===== config.mk =====
export PLATFORM = sky130hd
export DESIGN_NAME = compass_heading_from_axes
export DESIGN_NICKNAME = d
export VERILOG_FILES = /design/src/rtl/chfa_pkg.sv /design/src/rtl/chfa_pre.sv /design/src/rtl/chfa_stage.sv /design/src/rtl/chfa_post.sv /design/src/rtl/compass_heading_from_axes.sv
export SDC_FILE = /design/constraint.sdc
export NUM_CORES = 2
export LEC_CHECK = 0
export BUFFER_PORTS_ARGS = -buffer_cell sky130_fd_sc_hd__buf_2
export CAP_MARGIN = 10
export CORE_MARGIN = 4
export CORE_UTILIZATION = 60
export CTS_BUF_LIST = sky130_fd_sc_hd__clkbuf_8
export DETAILED_ROUTE_END_ITERATION = 16
export PLACE_DENSITY = 0.79
export SLEW_MARGIN = 20
export SYNTH_ARGS = -nofsm -noshare
export SYNTH_HDL_FRONTEND = slang
export SYNTH_SLANG_ARGS = --single-unit

===== constraint.sdc =====
create_clock -name i_clk -period 4.8 [get_ports i_clk]
set_clock_uncertainty 0.05 [all_clocks]
set_input_delay 1.44 -clock i_clk [delete_from_list [all_inputs] [get_ports i_clk]]
set_output_delay 1.44 -clock i_clk [all_outputs]
set_load 0.03 [all_outputs]

===== src/rtl/chfa_pkg.sv =====
`default_nettype none
package chfa_pkg;

    localparam int CORDIC_STEPS_DEF = 16;

    localparam int IN_W  = 16;
    localparam int XY_W  = 28;
    localparam int Z_W   = 26;
    localparam int ANG_W = 16;
    localparam int SUM_W = 18;
    localparam int RND_SHIFT = 8;

    localparam logic signed [Z_W-1:0]   HALF_TURN_FINE = 26'sd5898240;
    localparam logic signed [ANG_W-1:0] HALF_TURN_OUT  = 16'sd23040;
    localparam logic signed [SUM_W-1:0] FULL_TURN_OUT  = 18'sd46080;
    localparam logic signed [IN_W-1:0]  DECL_RESET     = 16'sd1687;

    typedef struct packed {
        logic                   valid;
        logic                   zero;
        logic signed [XY_W-1:0] x;
        logic signed [XY_W-1:0] y;
        logic signed [Z_W-1:0]  z;
    } t_cvec;

    function automatic logic signed [Z_W-1:0] atan_term(input int idx);
        logic signed [Z_W-1:0] r;
        case (idx)
            0:  r = 26'sd1474560;
            1:  r = 26'sd870484;
            2:  r = 26'sd459940;
            3:  r = 26'sd233473;
            4:  r = 26'sd117189;
            5:  r = 26'sd58652;
            6:  r = 26'sd29333;
            7:  r = 26'sd14667;
            8:  r = 26'sd7334;
            9:  r = 26'sd3667;
            10: r = 26'sd1833;
            11: r = 26'sd917;
            12: r = 26'sd458;
            13: r = 26'sd229;
            14: r = 26'sd115;
            15: r = 26'sd57;
            16: r = 26'sd29;
            17: r = 26'sd14;
            18: r = 26'sd7;
            19: r = 26'sd4;
            20: r = 26'sd2;
            21: r = 26'sd1;
            default: r = '0;
        endcase
        return r;
    endfunction

endpackage
`default_nettype wire


===== src/rtl/chfa_pre.sv =====
`default_nettype none
module chfa_pre
    import chfa_pkg::*;
(
    input  wire logic                   i_clk,
    input  wire logic                   i_rst_n,
    input  wire logic                   i_accept,
    input  wire logic signed [IN_W-1:0] i_x_raw,
    input  wire logic signed [IN_W-1:0] i_y_raw,
    output t_cvec                       o_vec
);

    t_cvec n_vec;
    t_cvec r_vec;
    logic signed [XY_W-1:0] x_ext;
    logic signed [XY_W-1:0] y_ext;

    always_comb begin
        x_ext = {{(XY_W-IN_W-RND_SHIFT){i_x_raw[IN_W-1]}}, i_x_raw, {RND_SHIFT{1'b0}}};
        y_ext = {{(XY_W-IN_W-RND_SHIFT){i_y_raw[IN_W-1]}}, i_y_raw, {RND_SHIFT{1'b0}}};
        n_vec.valid = i_accept;
        n_vec.zero  = (i_x_raw == '0) && (i_y_raw == '0);
        if (i_x_raw[IN_W-1]) begin
            n_vec.x = -x_ext;
            n_vec.y = -y_ext;
            n_vec.z = i_y_raw[IN_W-1] ? -HALF_TURN_FINE : HALF_TURN_FINE;
        end else begin
            n_vec.x = x_ext;
            n_vec.y = y_ext;
            n_vec.z = '0;
        end
    end

    always_ff @(posedge i_clk) begin
        if (!i_rst_n) begin
            r_vec.valid <= 1'b0;
        end else begin
            r_vec.valid <= n_vec.valid;
        end
        r_vec.zero <= n_vec.zero;
        r_vec.x    <= n_vec.x;
        r_vec.y    <= n_vec.y;
        r_vec.z    <= n_vec.z;
    end

    assign o_vec = r_vec;

endmodule
`default_nettype wire


===== src/rtl/chfa_stage.sv =====
`default_nettype none
module chfa_stage
    import chfa_pkg::*;
#(
    parameter int STEP = 0
) (
    input  wire logic  i_clk,
    input  wire logic  i_rst_n,
    input  wire t_cvec i_vec,
    output t_cvec      o_vec
);

    localparam logic signed [Z_W-1:0] ATAN_STEP = atan_term(STEP);

    t_cvec n_vec;
    t_cvec r_vec;
    logic signed [XY_W-1:0] xs;
    logic signed [XY_W-1:0] ys;

    always_comb begin
        xs = i_vec.x >>> STEP;
        ys = i_vec.y >>> STEP;
        n_vec.valid = i_vec.valid;
        n_vec.zero  = i_vec.zero;
        if (!i_vec.y[XY_W-1]) begin
            n_vec.x = i_vec.x + ys;
            n_vec.y = i_vec.y - xs;
            n_vec.z = i_vec.z + ATAN_STEP;
        end else begin
            n_vec.x = i_vec.x - ys;
            n_vec.y = i_vec.y + xs;
            n_vec.z = i_vec.z - ATAN_STEP;
        end
    end

    always_ff @(posedge i_clk) begin
        if (!i_rst_n) begin
            r_vec.valid <= 1'b0;
        end else begin
            r_vec.valid <= n_vec.valid;
        end
        r_vec.zero <= n_vec.zero;
        r_vec.x    <= n_vec.x;
        r_vec.y    <= n_vec.y;
        r_vec.z    <= n_vec.z;
    end

    assign o_vec = r_vec;

endmodule
`default_nettype wire


===== src/rtl/chfa_post.sv =====
`default_nettype none
module chfa_post
    import chfa_pkg::*;
(
    input  wire logic                   i_clk,
    input  wire logic                   i_rst_n,
    input  wire t_cvec                  i_vec,
    input  wire logic signed [IN_W-1:0] i_decl,
    output logic                        o_valid,
    output logic [ANG_W-1:0]            o_heading
);

    logic signed [Z_W:0]          z_rnd;
    logic signed [Z_W-RND_SHIFT:0] ang_full;
    logic signed [ANG_W-1:0]      n_ang;
    logic signed [ANG_W-1:0]      r_ang;
    logic                         r_a_valid;
    logic signed [SUM_W-1:0]      sum;
    logic signed [SUM_W-1:0]      n_head;
    logic [ANG_W-1:0]             r_head;
    logic                         r_b_valid;

    // round to 1/128 degree, clamp to a half turn
    always_comb begin
        z_rnd    = {i_vec.z[Z_W-1], i_vec.z} + (Z_W+1)'(1 << (RND_SHIFT - 1));
        ang_full = z_rnd[Z_W:RND_SHIFT];
        if (i_vec.zero) begin
            n_ang = '0;
        end else if (ang_full > (Z_W-RND_SHIFT+1)'(HALF_TURN_OUT)) begin
            n_ang = HALF_TURN_OUT;
        end else if (ang_full < -(Z_W-RND_SHIFT+1)'(HALF_TURN_OUT)) begin
            n_ang = -HALF_TURN_OUT;
        end else begin
            n_ang = ang_full[ANG_W-1:0];
        end
    end

    always_ff @(posedge i_clk) begin
        if (!i_rst_n) begin
            r_a_valid <= 1'b0;
        end else begin
            r_a_valid <= i_vec.valid;
        end
    end

    always_ff @(posedge i_clk) begin
        r_ang <= n_ang;
    end

    // add declination, wrap once each way
    always_comb begin
        sum = SUM_W'(r_ang) + SUM_W'(i_decl);
        n_head = sum;
        if (sum < 0) begin
            n_head = sum + FULL_TURN_OUT;
        end
        if (n_head > FULL_TURN_OUT) begin
            n_head = n_head - FULL_TURN_OUT;
        end
    end

    always_ff @(posedge i_clk) begin
        if (!i_rst_n) begin
            r_b_valid <= 1'b0;
        end else begin
            r_b_valid <= r_a_valid;
        end
    end

    always_ff @(posedge i_clk) begin
        r_head <= n_head[ANG_W-1:0];
    end

    assign o_valid   = r_b_valid;
    assign o_heading = r_head;

    a_zero_ang: assert property (@(posedge i_clk) disable iff (!i_rst_n)
        (i_vec.valid && i_vec.zero) |=> (r_a_valid && r_ang == '0))
        else $error("zero vector did not give zero angle");

    a_ang_clamped: assert property (@(posedge i_clk) disable iff (!i_rst_n)
        r_a_valid |-> (r_ang <= HALF_TURN_OUT && r_ang >= -HALF_TURN_OUT))
        else $error("angle outside half turn");

endmodule
`default_nettype wire


===== src/rtl/compass_heading_from_axes.sv =====
`default_nettype none
// From start to o_valid: input register, CORDIC stages, angle and heading registers.
// Throughput: one sample every cycle; one pipeline stage per CORDIC rotation.
// busy is always low and the result strobe cannot be held off.
// Reset: synchronous, active low; clears all valid bits and loads declination 1687.
module compass_heading_from_axes
    import chfa_pkg::*;
#(
    parameter int CORDIC_STEPS = CORDIC_STEPS_DEF
) (
    input  wire logic                   i_clk,
    input  wire logic                   i_rst_n,
    input  wire logic                   start,
    output logic                        busy,
    input  wire logic signed [IN_W-1:0] i_x_raw,
    input  wire logic signed [IN_W-1:0] i_y_raw,
    input  wire logic                   i_cfg_we,
    input  wire logic signed [IN_W-1:0] i_cfg_wdata,
    output logic                        o_valid,
    output logic [ANG_W-1:0]            o_heading
);

    localparam int LATENCY = CORDIC_STEPS + 3;

    logic                   accept;
    logic signed [IN_W-1:0] r_decl;
    t_cvec                  stage_vec [0:CORDIC_STEPS];

    assign busy   = 1'b0;
    assign accept = start && !busy;

    always_ff @(posedge i_clk) begin
        if (!i_rst_n) begin
            r_decl <= DECL_RESET;
        end else if (i_cfg_we) begin
            r_decl <= i_cfg_wdata;
        end
    end

    chfa_pre u_pre (
        .i_clk   (i_clk),
        .i_rst_n (i_rst_n),
        .i_accept(accept),
        .i_x_raw (i_x_raw),
        .i_y_raw (i_y_raw),
        .o_vec   (stage_vec[0])
    );

    for (genvar g = 0; g < CORDIC_STEPS; g++) begin : g_step
        chfa_stage #(
            .STEP(g)
        ) u_stage (
            .i_clk  (i_clk),
            .i_rst_n(i_rst_n),
            .i_vec  (stage_vec[g]),
            .o_vec  (stage_vec[g+1])
        );
    end

    chfa_post u_post (
        .i_clk    (i_clk),
        .i_rst_n  (i_rst_n),
        .i_vec    (stage_vec[CORDIC_STEPS]),
        .i_decl   (r_decl),
        .o_valid  (o_valid),
        .o_heading(o_heading)
    );

    a_valid_from_start: assert property (@(posedge i_clk) disable iff (!i_rst_n)
        o_valid |-> $past(start, LATENCY))
        else $error("result without a matching start");

    a_heading_range: assert property (@(posedge i_clk) disable iff (!i_rst_n)
        (o_valid && $past(r_decl) <= HALF_TURN_OUT && $past(r_decl) >= -HALF_TURN_OUT)
        |-> (o_heading <= ANG_W'(FULL_TURN_OUT)))
        else $error("heading above a full turn");

endmodule
`default_nettype wire


==> metrics.cfg <==
[yosys]
yosys_register_bits=1213
netlist_instances=10227
ys.flop_type=dfxtp_1
synth_area_leader_cell=dfxtp_1
synth.top_cells.by_area=dfxtp_1 (28%), ha_1 (16%), xnor2_1 (9.7%)
synth_edf_count=0
synth.distinct_cells=100
async_flop_share_pct=0
syn_area_per_cell_um2=8.48
yosysTopAreaCellShare_pct=28.0
ys_seq_area_share_pct=28.0
ys_warn_count=0
synth_area_um2=86700

[routing]
wire_per_inst_um=17.7
maxUsedRoutingLayer=met4
drc=0
drt_iter0_markers=5515
routed_wl_um=222000
vias=74801
vias_per_cell=5.97
ant_nets=0
wl_met3_um=14500
drtPass1Iterations=7
wl_met1_um=99400
wl_met2_um=101000

[grt]
antenna_found_initial=5
grt_pass1_vias=72069
grt_max_degree=47
grt.total_usage_pct=28.4
grt-ovfl-total=0
grt_first_pass_wirelength_um=360000

[floorplanning]
ios=70
fp.dieArea_um2=151000
die_w_um=388
initial_core_util_pct=60.4
row_count=139
die_h_um=388
core_area_um2=144000

[critical_path]
critPathMaxStageDelay_ns=0.42
crit_path_end_kind=register
critPathKind=reg2reg
cp_data_required_time_ns=5.56
crit_fanout=3
slowest_stage=or4_1
rrSetupSlack_ns=0.16
cp_data_arrival_time_ns=5.40
path_cells=ha_2, inv_1, fa_2, nor2b_2, o2111ai_2, a21oi_2, nor3_1, or2_2, ha_1, mux2_2, inv_2, ha_1, nand2_1, or4_1, or4_1, nor4_2, buf_4, o311ai_4, nand2_2, mux2_4
critPathBufInv=3
critical_path.startpoint_type=register
cp_top_family=simple AND/OR/NAND/NOR gates

[cells_and_area]
layout_common_cells=dfxtp_1 (1201), ha_1 (1138), nor2_1 (1025)
nets=11673
seqCellArea_um2=24300
fill_cells=12057
area_growth_pct=8.84
finalNonFillerCells=12524
multiInputGateArea_um2=60300
layout_commonest_cell=dfxtp_1
drive_gt1_share_pct=6.23

[clock_network]
numCtsBuffers=205
clk_path_buf_depth=3
insertion_delay_ns=0.96
clk_pin_slew_worst_paths_ns=0.06
h-tree-depth=4
cts_tree=built
cts-root-buf=clkbuf_8
clkSinkCount=1213
holdBufCountCts=0

[sta]
finalSetupViolCount=0
fin_crit_sh_pct=96.7
worst_slew_pin_slew_ns=1.02
fmax_ghz=0.216
slew_viol_final=0
fin_crit_ns=4.64
slew_headroom_pct=30.8
finalHoldViolations=0

[place]
finalWeightedCongestion=0.953
hpwl_um=176000
port_buffers=68
dp.cells=12140

[run_status]
status=completed

[hold_path]
hp-class=reg2reg

[flow_run]
max-cap-violations=0

path summary, 6_finish.rpt:
path	end	start	depth (start not counted)
hold / removal	g_step[8].u_stage.o_vec[82]$_DFF_P_	g_step[7].u_stage.o_vec[82]$_DFF_P_	0
setup reg to reg	u_post.o_heading[11]$_DFF_P_	r_decl[0]$_SDFFE_PN1P_	20
hold reg to reg	g_step[8].u_stage.o_vec[82]$_DFF_P_	g_step[7].u_stage.o_vec[82]$_DFF_P_	0
setup / recovery	u_post.o_heading[11]$_DFF_P_	r_decl[0]$_SDFFE_PN1P_	20
metal layers:
metal | vias to the layer above | GRT usage (%)
met5 | - | 0
met4 | 0 | 9.48
met3 | 470 | 4.71
met2 | 2280 | 46.9
met1 | 34978 | 37.7
li1 | 37073 | -
worst reg2reg max path: stages (launching register included):
cell and delay, ns:
dfxtp_1 0.33, ha_2 0.20, inv_1 0.06, fa_2 0.36, nor2b_2 0.16, o2111ai_2 0.18
a21oi_2 0.22, nor3_1 0.09, or2_2 0.32, ha_1 0.28, mux2_2 0.29, inv_2 0.07
ha_1 0.13, nand2_1 0.04, or4_1 0.39, or4_1 0.42, nor4_2 0.23, buf_4 0.16
o311ai_4 0.09, nand2_2 0.13, mux2_4 0.30
sequential cells by signal, summed over array words and instances (netlist names):
register              cells
g_step.u_stage.o_vec   1118
u_pre.o_vec              45
r_decl                   16
u_post.o_heading         16
u_post.r_ang             16
u_post.o_valid            1
u_post.r_a_valid          1
cell usage after synthesis (47+ instances only):
cell / instances
a211oi_1: 82
a21o_1: 349
a21oi_1: 964
a31oi_1: 125
and2_1: 91
and3_1: 128
clkbuf_1: 118
dfxtp_1: 1213
ha_1: 1139
inv_1: 459
nand2_1: 499
nand2b_1: 154
nand3_1: 202
nand4_1: 47
nor2_1: 1025
nor2b_1: 164
nor3_1: 332
nor4_1: 83
o211ai_1: 54
o21a_1: 141
o21ai_0: 435
o21bai_1: 112
o31ai_1: 75
or3_1: 97
xnor2_1: 960
xor2_1: 456
final cells by class:
type | instances | share of cell area, %
Antenna cell | 2 | 0.00530
Clock buffer | 260 | 3.79
Clock inverter | 120 | 1.20
Inverter | 463 | 1.84
Multi-Input combinational cell | 8419 | 63.9
Sequential cell | 1213 | 25.7
Tap cell | 1903 | 2.52
Timing Repair Buffer | 144 | 0.978
timing repair:
action,in CTS,in global routing
endpoints found under the hold margin,0,0
gates resized for setup,0,26
buffers inserted,0,2
setup endpoints to repair,0,23
stage by stage:
step	util, %	setup TNS, ns	instance area [um^2]	worst slack [ns]	hold slack, ns
finish	65.7	0	94400	0.160	0.250
global route	65.7	-0.0323	94400	-0.0323	0.263
CTS	65.6	0	94200	0.0487	0.256
detailed placement	62.3	0	89500	0.0698	0.263
global placement	62.3	0	89500	0.0211	0.260
floorplan	-	0	86700	0.151	0.260
kinds of logic (layout without fill, tap and decap cells):
group | count (synthesis) | after routing | synth area share (%)
AND/OR/NAND/NOR | 2996 | 2996 | 16.8
AO/OA/AOI/OAI | 2758 | 2758 | 20.2
XOR/XNOR | 1416 | 1416 | 14.3
flip-flops | 1213 | 1213 | 28.0
adder cells (fa/ha/maj) | 1176 | 1176 | 17.3
buffers and inverters | 599 | 987 | 2.60
multiplexers | 68 | 68 | 0.837
other | 1 | 7 | 0.00432
Power is not shown: default switching activity piles up to over one toggle a cycle in this logic, so the estimate is an artifact.
